$ cat config.mk
export PLATFORM = sky130hd
export DESIGN_NAME = drive_distance_p_controller_unit
export DESIGN_NICKNAME = d
export VERILOG_FILES = /design/src/design/dpc_pkg.sv /design/src/design/drive_distance_p_controller_unit.sv
export SDC_FILE = /design/constraint.sdc
export NUM_CORES = 2
export LEC_CHECK = 0
export ABC_AREA = 1
export BUFFER_PORTS_ARGS = -buffer_cell sky130_fd_sc_hd__buf_2
export CAP_MARGIN = 20
export CORE_MARGIN = 3
export CORE_UTILIZATION = 55
export DETAILED_ROUTE_END_ITERATION = 8
export PLACE_DENSITY = 0.79
export SETUP_SLACK_MARGIN = 0.02
export SYNTH_ARGS = -nofsm -noshare
export SYNTH_HDL_FRONTEND = slang
export SYNTH_SLANG_ARGS = --single-unit
$ cat constraint.sdc
create_clock -name clk -period 13.85 [get_ports clk]
set_input_delay 2.0775 -clock clk [delete_from_list [all_inputs] [get_ports clk]]
set_output_delay 2.0775 -clock clk [all_outputs]
set_load 0.005 [all_outputs]
$ cat src/design/dpc_pkg.sv
// ----------------------------------------------------------------------------
// dpc_pkg
// Shared constants and types for the drive distance P controller: register
// indexes, reset values, clamp thresholds and stream widths.
// ----------------------------------------------------------------------------
package dpc_pkg;

	// Default encoder count width
	localparam int COUNT_BITS_DEF = 20;

	// Configuration port
	localparam int CFG_INDEX_W = 3;
	localparam int CFG_DATA_W  = 19;

	typedef enum logic [CFG_INDEX_W-1:0] {
		CFG_TARGET_DISTANCE = 3'd0,
		CFG_P_GAIN          = 3'd1,
		CFG_DRIFT_GAIN      = 3'd2,
		CFG_SPEED_CAP       = 3'd3,
		CFG_SETTLE_TICKS    = 3'd4
	} cfg_index_t;

	// Register widths
	localparam int GAIN_W   = 16;
	localparam int CAP_W    = 7;
	localparam int SETTLE_W = 8;

	// Register reset values
	localparam logic [GAIN_W-1:0]   P_GAIN_RST       = 16'd6095;
	localparam logic [GAIN_W-1:0]   DRIFT_GAIN_RST   = 16'd3146;
	localparam logic [CAP_W-1:0]    SPEED_CAP_RST    = 7'd80;
	localparam logic [SETTLE_W-1:0] SETTLE_TICKS_RST = 8'd15;

	// Speed scaling and clamp thresholds, in 1/256 percent
	localparam int FRAC_BITS    = 8;
	localparam int NEG_DEAD_LIM = -3 * 256;
	localparam int NEG_SET      = -5 * 256;
	localparam int POS_MIN      = 10 * 256;
	localparam int CAP_MAX      = 127 * 256;

	// Output speed range
	localparam int SPEED_W  = 16;
	localparam int SPEED_HI = 32767;
	localparam int SPEED_LO = -32768;

	// Result stream: left_speed, right_speed, at_target, finished
	localparam int OUT_BITS = 2 * SPEED_W + 2;
	localparam int OUT_W    = ((OUT_BITS + 7) / 8) * 8;

endpackage

$ cat src/design/drive_distance_p_controller_unit.sv
// ----------------------------------------------------------------------------
// drive_distance_p_controller_unit
// Proportional drive-distance controller with speed clamps, left-right drift
// correction and a settle counter that ends the move.
// ----------------------------------------------------------------------------
//
// Usage:
//   s_* carries one control tick: start_move, right_count, left_count.
//   m_* returns one result per tick: left_speed, right_speed, at_target,
//   finished. cfg_* writes the five setup registers (target distance, P gain,
//   drift gain, speed cap, settle ticks); cfg_ready is always high and writes
//   are expected only while no tick is in flight.
//   A tick lands in the input register, then the gain multiplies, clamps,
//   saturation and settle logic run in a single pass into the result
//   register, which drives m_tvalid. A new tick is taken in every cycle
//   while the receiver takes results; the pass through the two multipliers
//   sets the cycle time.
//   When the receiver stalls, the result register holds its item and the
//   input register still takes one more tick; s_tready then drops until the
//   result is taken. Controller state (last right count, first-tick flag,
//   settle counter, move-done flag) advances as a tick moves into the result
//   register, so back-to-back ticks see each other's updates.
//   Reset clears both stages and the controller state and loads the default
//   register values; the block runs without a start_move pulse after reset.
//
module drive_distance_p_controller_unit #(
	parameter int COUNT_BITS = dpc_pkg::COUNT_BITS_DEF
) (
	input  logic                                  clk,
	input  logic                                  arst_n,
	// Tick input; s_tdata: start_move, right_count, left_count (LSB first)
	input  logic                                  s_tvalid,
	output logic                                  s_tready,
	input  logic [((2*COUNT_BITS+1+7)/8)*8-1:0]   s_tdata,
	// Result output; m_tdata: left_speed, right_speed, at_target, finished
	output logic                                  m_tvalid,
	input  logic                                  m_tready,
	output logic [dpc_pkg::OUT_W-1:0]             m_tdata,
	// Configuration writes
	input  logic                                  cfg_valid,
	output logic                                  cfg_ready,
	input  logic [dpc_pkg::CFG_INDEX_W-1:0]       cfg_index,
	input  logic [dpc_pkg::CFG_DATA_W-1:0]        cfg_data
);

	localparam int C  = COUNT_BITS;
	localparam int TW = COUNT_BITS - 1;
	localparam int PW = COUNT_BITS + 1 + dpc_pkg::GAIN_W + 1;
	localparam int SW = PW - dpc_pkg::FRAC_BITS;
	localparam int WW = COUNT_BITS + 4;
	localparam int SPW = dpc_pkg::SPEED_W;

	localparam logic signed [SW-1:0] NEG_LIM_X = SW'(dpc_pkg::NEG_DEAD_LIM);
	localparam logic signed [SW-1:0] NEG_SET_X = SW'(dpc_pkg::NEG_SET);
	localparam logic signed [SW-1:0] POS_MIN_X = SW'(dpc_pkg::POS_MIN);
	localparam logic signed [SW-1:0] ZERO_X    = '0;
	localparam logic signed [SW:0]   SAT_HI_X  = (SW+1)'(dpc_pkg::SPEED_HI);
	localparam logic signed [SW:0]   SAT_LO_X  = (SW+1)'(dpc_pkg::SPEED_LO);
	localparam logic signed [C:0]    DELTA_HI  = (C+1)'(1);
	localparam logic signed [C:0]    DELTA_LO  = (C+1)'(-1);
	localparam logic [dpc_pkg::SETTLE_W-1:0] SETTLE_MAX = '1;

	// Configuration registers
	logic [TW-1:0]                    target_q;
	logic [dpc_pkg::GAIN_W-1:0]       p_gain_q;
	logic [dpc_pkg::GAIN_W-1:0]       drift_gain_q;
	logic [dpc_pkg::CAP_W-1:0]        speed_cap_q;
	logic [dpc_pkg::SETTLE_W-1:0]     settle_ticks_q;

	// Controller state
	logic signed [C-1:0]              last_right_q;
	logic                             past_first_q;
	logic [dpc_pkg::SETTLE_W-1:0]     settle_q;
	logic                             done_q;

	// Input stage
	logic                             valid_s1;
	logic                             start_s1;
	logic signed [C-1:0]              right_s1;
	logic signed [C-1:0]              left_s1;

	// Result stage
	logic                             valid_s2;
	logic [dpc_pkg::OUT_W-1:0]        data_s2;

	logic                             load_s2;
	logic                             adv_s1;

	// Datapath
	logic signed [C:0]                tgt_x;
	logic signed [C:0]                right_x;
	logic signed [C:0]                left_x;
	logic signed [C:0]                err_x;
	logic signed [C:0]                diff_x;
	logic signed [PW-1:0]             p_prod;
	logic signed [PW-1:0]             d_prod;
	logic signed [SW-1:0]             speed_raw;
	logic signed [SW-1:0]             drift_x;
	logic signed [SW-1:0]             cap_x;
	logic signed [SW-1:0]             speed_cl;
	logic signed [SW:0]               left_sum;
	logic signed [WW-1:0]             right_w;
	logic signed [WW-1:0]             right5_w;
	logic signed [WW-1:0]             target4_w;
	logic                             in_window;
	logic signed [C:0]                delta_x;
	logic                             reached;
	logic                             done_eff;
	logic                             past_eff;
	logic signed [C-1:0]              last_eff;
	logic [dpc_pkg::SETTLE_W-1:0]     settle_eff;
	logic [dpc_pkg::SETTLE_W-1:0]     settle_nx;
	logic                             done_nx;
	logic                             fin;
	logic signed [SPW-1:0]            left_out;
	logic signed [SPW-1:0]            right_out;

	function automatic logic signed [SPW-1:0] sat16(input logic signed [SW:0] x);
		logic signed [SPW-1:0] r;
		if (x > SAT_HI_X) begin
			r = SPW'(dpc_pkg::SPEED_HI);
		end else if (x < SAT_LO_X) begin
			r = SPW'(dpc_pkg::SPEED_LO);
		end else begin
			r = x[SPW-1:0];
		end
		return r;
	endfunction

	// Handshake: result register frees on transfer, input stage follows
	assign load_s2   = !valid_s2 || m_tready;
	assign adv_s1    = valid_s1 && load_s2;
	assign s_tready  = !valid_s1 || load_s2;
	assign m_tvalid  = valid_s2;
	assign m_tdata   = data_s2;
	assign cfg_ready = 1'b1;

	// Configuration writes
	always_ff @(posedge clk or negedge arst_n) begin
		if (!arst_n) begin
			target_q       <= '0;
			p_gain_q       <= dpc_pkg::P_GAIN_RST;
			drift_gain_q   <= dpc_pkg::DRIFT_GAIN_RST;
			speed_cap_q    <= dpc_pkg::SPEED_CAP_RST;
			settle_ticks_q <= dpc_pkg::SETTLE_TICKS_RST;
		end else if (cfg_valid) begin
			unique case (dpc_pkg::cfg_index_t'(cfg_index))
				dpc_pkg::CFG_TARGET_DISTANCE: target_q <= TW'(cfg_data);
				dpc_pkg::CFG_P_GAIN:       p_gain_q       <= cfg_data[dpc_pkg::GAIN_W-1:0];
				dpc_pkg::CFG_DRIFT_GAIN:   drift_gain_q   <= cfg_data[dpc_pkg::GAIN_W-1:0];
				dpc_pkg::CFG_SPEED_CAP:    speed_cap_q    <= cfg_data[dpc_pkg::CAP_W-1:0];
				dpc_pkg::CFG_SETTLE_TICKS: settle_ticks_q <= cfg_data[dpc_pkg::SETTLE_W-1:0];
				default: ;
			endcase
		end
	end

	// Input register
	always_ff @(posedge clk or negedge arst_n) begin
		if (!arst_n) begin
			valid_s1 <= 1'b0;
		end else if (s_tready) begin
			valid_s1 <= s_tvalid;
		end
	end

	always_ff @(posedge clk) begin
		if (s_tvalid && s_tready) begin
			start_s1 <= s_tdata[0];
			right_s1 <= s_tdata[C:1];
			left_s1  <= s_tdata[2*C:C+1];
		end
	end

	// Error and drift products
	always_comb begin
		tgt_x     = $signed({2'b00, target_q});
		right_x   = {right_s1[C-1], right_s1};
		left_x    = {left_s1[C-1], left_s1};
		err_x     = tgt_x - right_x;
		diff_x    = right_x - left_x;
		p_prod    = PW'(err_x) * $signed(PW'({1'b0, p_gain_q}));
		d_prod    = PW'(diff_x) * $signed(PW'({1'b0, drift_gain_q}));
		speed_raw = p_prod[PW-1:dpc_pkg::FRAC_BITS];
		drift_x   = d_prod[PW-1:dpc_pkg::FRAC_BITS];
		cap_x     = $signed(SW'({1'b0, speed_cap_q, 8'h00}));
	end

	// Clamp the base speed in order: cap, negative dead band, positive minimum
	always_comb begin
		speed_cl = speed_raw;
		if (speed_cl > cap_x) begin
			speed_cl = cap_x;
		end
		if (speed_cl < ZERO_X && speed_cl > NEG_LIM_X) begin
			speed_cl = NEG_SET_X;
		end
		if (speed_cl > ZERO_X && speed_cl < POS_MIN_X) begin
			speed_cl = POS_MIN_X;
		end
	end

	// Add drift to the left side below 0.8 of the target
	always_comb begin
		right_w   = WW'(right_x);
		right5_w  = (right_w <<< 2) + right_w;
		target4_w = WW'(tgt_x) <<< 2;
		in_window = right5_w < target4_w;
		if (in_window) begin
			left_sum = (SW+1)'(speed_cl) + (SW+1)'(drift_x);
		end else begin
			left_sum = (SW+1)'(speed_cl);
		end
	end

	// Settle counter and move end
	always_comb begin
		done_eff   = done_q && !start_s1;
		past_eff   = past_first_q && !start_s1;
		last_eff   = start_s1 ? '0 : last_right_q;
		settle_eff = start_s1 ? '0 : settle_q;
		reached    = right_x >= tgt_x;
		delta_x    = {last_eff[C-1], last_eff} - right_x;
		if (reached || (past_eff && delta_x >= DELTA_LO && delta_x <= DELTA_HI)) begin
			settle_nx = (settle_eff == SETTLE_MAX) ? settle_eff : settle_eff + 1'b1;
		end else begin
			settle_nx = '0;
		end
		done_nx = settle_nx >= settle_ticks_q;
		fin     = done_eff || done_nx;
		if (fin) begin
			left_out  = '0;
			right_out = '0;
		end else begin
			left_out  = sat16(left_sum);
			right_out = sat16((SW+1)'(speed_cl));
		end
	end

	// Advance controller state; freeze once the move is done
	always_ff @(posedge clk or negedge arst_n) begin
		if (!arst_n) begin
			last_right_q <= '0;
			past_first_q <= 1'b0;
			settle_q     <= '0;
			done_q       <= 1'b0;
		end else if (adv_s1 && !done_eff) begin
			last_right_q <= right_s1;
			past_first_q <= 1'b1;
			settle_q     <= settle_nx;
			done_q       <= done_nx;
		end
	end

	// Result register
	always_ff @(posedge clk or negedge arst_n) begin
		if (!arst_n) begin
			valid_s2 <= 1'b0;
		end else if (load_s2) begin
			valid_s2 <= valid_s1;
		end
	end

	always_ff @(posedge clk) begin
		if (adv_s1) begin
			data_s2 <= dpc_pkg::OUT_W'({fin, reached, right_out, left_out});
		end
	end

endmodule

==> metrics.txt <==
CTS Hold Bufs=0; IO Pins=118; Area contributors post-synth=fa_1, inv_1, ha_1; largest net degree at the start of global routing=72; share of layout cells above drive strength 1=8.05%; routed len/inst=18.6 um; Area growth, synth to finish=7.76%; fin nets=6110; most common cell type on the critical path=nand2_1; Hold Path Class=reg2reg; Root Buffer Master=clkbuf_16; PortBufs=103; most used routing layer=met2; clock tree sinks=173; GRT Total Usage=30.8%; Seq/Total Area, Yosys=12.3%; Avg Inst Size Synth=7.80 um2; Vias=32700; area of the core=68800 um2; Unique masters post-synth=58; Cells after Synth=4926; Total Routed Length=111000 um; Synth area leader=fa_1; CTS tree=done; most frequent cells in the layout=inv_1, nand2_1, fa_1; #FFs+latches synth=173; Slew HR=33.4%; Final Instance Area=41400 um2; CTS Buf Count=17; met3 Usage GRT=8.04%; global-route wire length before repair=177000 um; clock skew=29.6 ps; Post-synth top flop=dfrtp_1; DRC errors left=0; Starting Density=55.8%; CTS clk-pin slew, worst paths=80 ps; Worst EP required=14130 ps; Worst path max stage delay=560 ps; total die area=73000 um2; final hold violations=0; top-area cell type share of the netlist area=34.7%; EDFF count, synth=75; crit share post-route=93.8%; met2 usage=48.5%; Final GP Congestion=0.965; status=completed; DRT iter0 DRCs=2823; Setup-failing EPs final=0; footprint of the multi-input gates=28800 um2; First-pass DRT Iterations=7; die height=270 um; Fillers=6053; Antenna Violating Nets Remaining=0; Worst EP arrival=13270 ps; clock latency on the worst-skew pair=460 ps; vias in the first global route=33400; Avg Vias per Cell=5.46; Cell Area, Synth=38400 um2; H-tree depth=4; total global routing overflow=0; worst slew pin tran=998 ps; Storage cell area=4730 um2; most common cell after layout, fill and taps aside=inv_1; crit path launch type=flip-flop; die width=270 um; Cell Rows=96; fmax=0.0770 GHz; fin. max-slew vios=0; Synth warnings=0; Max clock buf depth=2; critical path class=reg2reg; ys async rst share=56.6%; antenna violations before repair=3; crit-path max FO=15; CP max stage cell=fa_1; met1 usage=41.5%; critical path capture point type=flip-flop; placed inst area=40300 um2; Tmin final=12990 ps; DP HPWL=92300 um; Max-Cap Viols=0
==> area by class of cell <==
cell class	instances	share of cell area [%]
repair buffers	203	3.25
flip-flops and latches	173	11.4
clock inverters	15	0.438
multi-input cells	3404	69.7
inverters	1247	11.4
diodes	2	0.0121
clock buffers	17	1.03
well taps	931	2.81
==> per-stage QoR <==
step / hold WS, ps / cells / setup TNS [ps] / utilization [%] / setup slack (ps)
3_5_place_dp: 464 / 5941 / 0 / 58.6 / 189
2_1_floorplan: 440 / 4931 / 0 / - / 1330
6_report: 482 / 5992 / 0 / 60.1 / 860
4_1_cts: 484 / 5973 / 0 / 59.5 / 57.6
3_3_place_gp: 453 / 5940 / 0 / 58.5 / 435
5_1_grt: 507 / 5990 / -698 / 60.1 / -83.0
==> cell families (layout without fill, tap and decap cells) <==
logic type | Yosys count | in the layout | share of synthesized area, %
other | 2 | 9 | 0.0196
flip-flops | 173 | 173 | 12.3
AO/OA/AOI/OAI | 474 | 474 | 6.83
AND/OR/NAND/NOR | 1805 | 1806 | 19.2
buffers and inverters | 1355 | 1482 | 13.4
adder cells (fa/ha/maj) | 989 | 989 | 45.2
XOR/XNOR | 128 | 128 | 2.94
==> metal layers <==
layer | vias up | share of wire, %
met2 | 1599 | 45
li1 | 15000 | -
met4 | 2 | 4.2
met3 | 286 | 11
met1 | 15900 | 40
met5 | - | 0.012
==> flip-flops by register name, indices dropped and copies added, names as in the netlist, 8 cells and up <==
signal,flops
left_s1,20
right_s1,20
p_gain_q,16
last_right_q,20
settle_q,8
target_q,19
settle_ticks_q,8
m_tdata,34
drift_gain_q,16
==> synth_stat cells (5+ instances only) <==
master       n
inv_1     1207
buf_6        5
a31oi_1     11
edfxtp_1    75
nor2_2       8
o211ai_1     6
xnor2_1     48
o21ai_0    181
nor2_1     490
a211oi_1    10
nand3b_1    11
inv_2        8
o21ai_1      8
nand3_2      8
dfrtp_1     77
or2_2       23
ha_1       324
buf_4        7
nand2_2     21
fa_1       665
clkbuf_1    87
o21a_1       8
clkinv_1    31
nand2_1   1029
nor4_1      12
nand3_1    125
buf_1        6
nand4_1     30
o21bai_1    17
a21o_1       8
dfstp_2     21
nor3_1      34
xor2_1      79
a21oi_1    196
o31ai_1      9
==> final timing paths <==
| kind | startpoint | endpoint | slack, ps | cells past startpoint |
|---|---|---|---|---|
| worst max-delay path | right_s1[0] | m_tdata[9] | 860 | 72 |
| worst min-delay path | past_first_q | past_first_q | 480 | 1 |
| worst max register to register | right_s1[0] | m_tdata[9] | 860 | 72 |
| worst min register to register | past_first_q | past_first_q | 480 | 1 |
| max in group asynchronous | arst_n | settle_q[2] | 10980 | 2 |
| min in group asynchronous | arst_n | target_q[16] | 1520 | 1 |
==> critical path: cells and delay by family (launching register included) <==
kind                     cells  cell delay (ps)
adder cells (fa/ha/maj)     11             4540
AND/OR/NAND/NOR             36             4340
AO/OA/AOI/OAI               11             1960
buffers and inverters       12             1110
XOR/XNOR                     2              440
flip-flops                   1              410
==> what timing repair did <==
action                                  4_1_cts  5_1_grt
endpoints found under the setup margin        0       16
buffers inserted                              0       14
resized for setup                             0       84
Power is not shown: default switching activity piles up to over one toggle a cycle in this logic, so the estimate is an artifact.
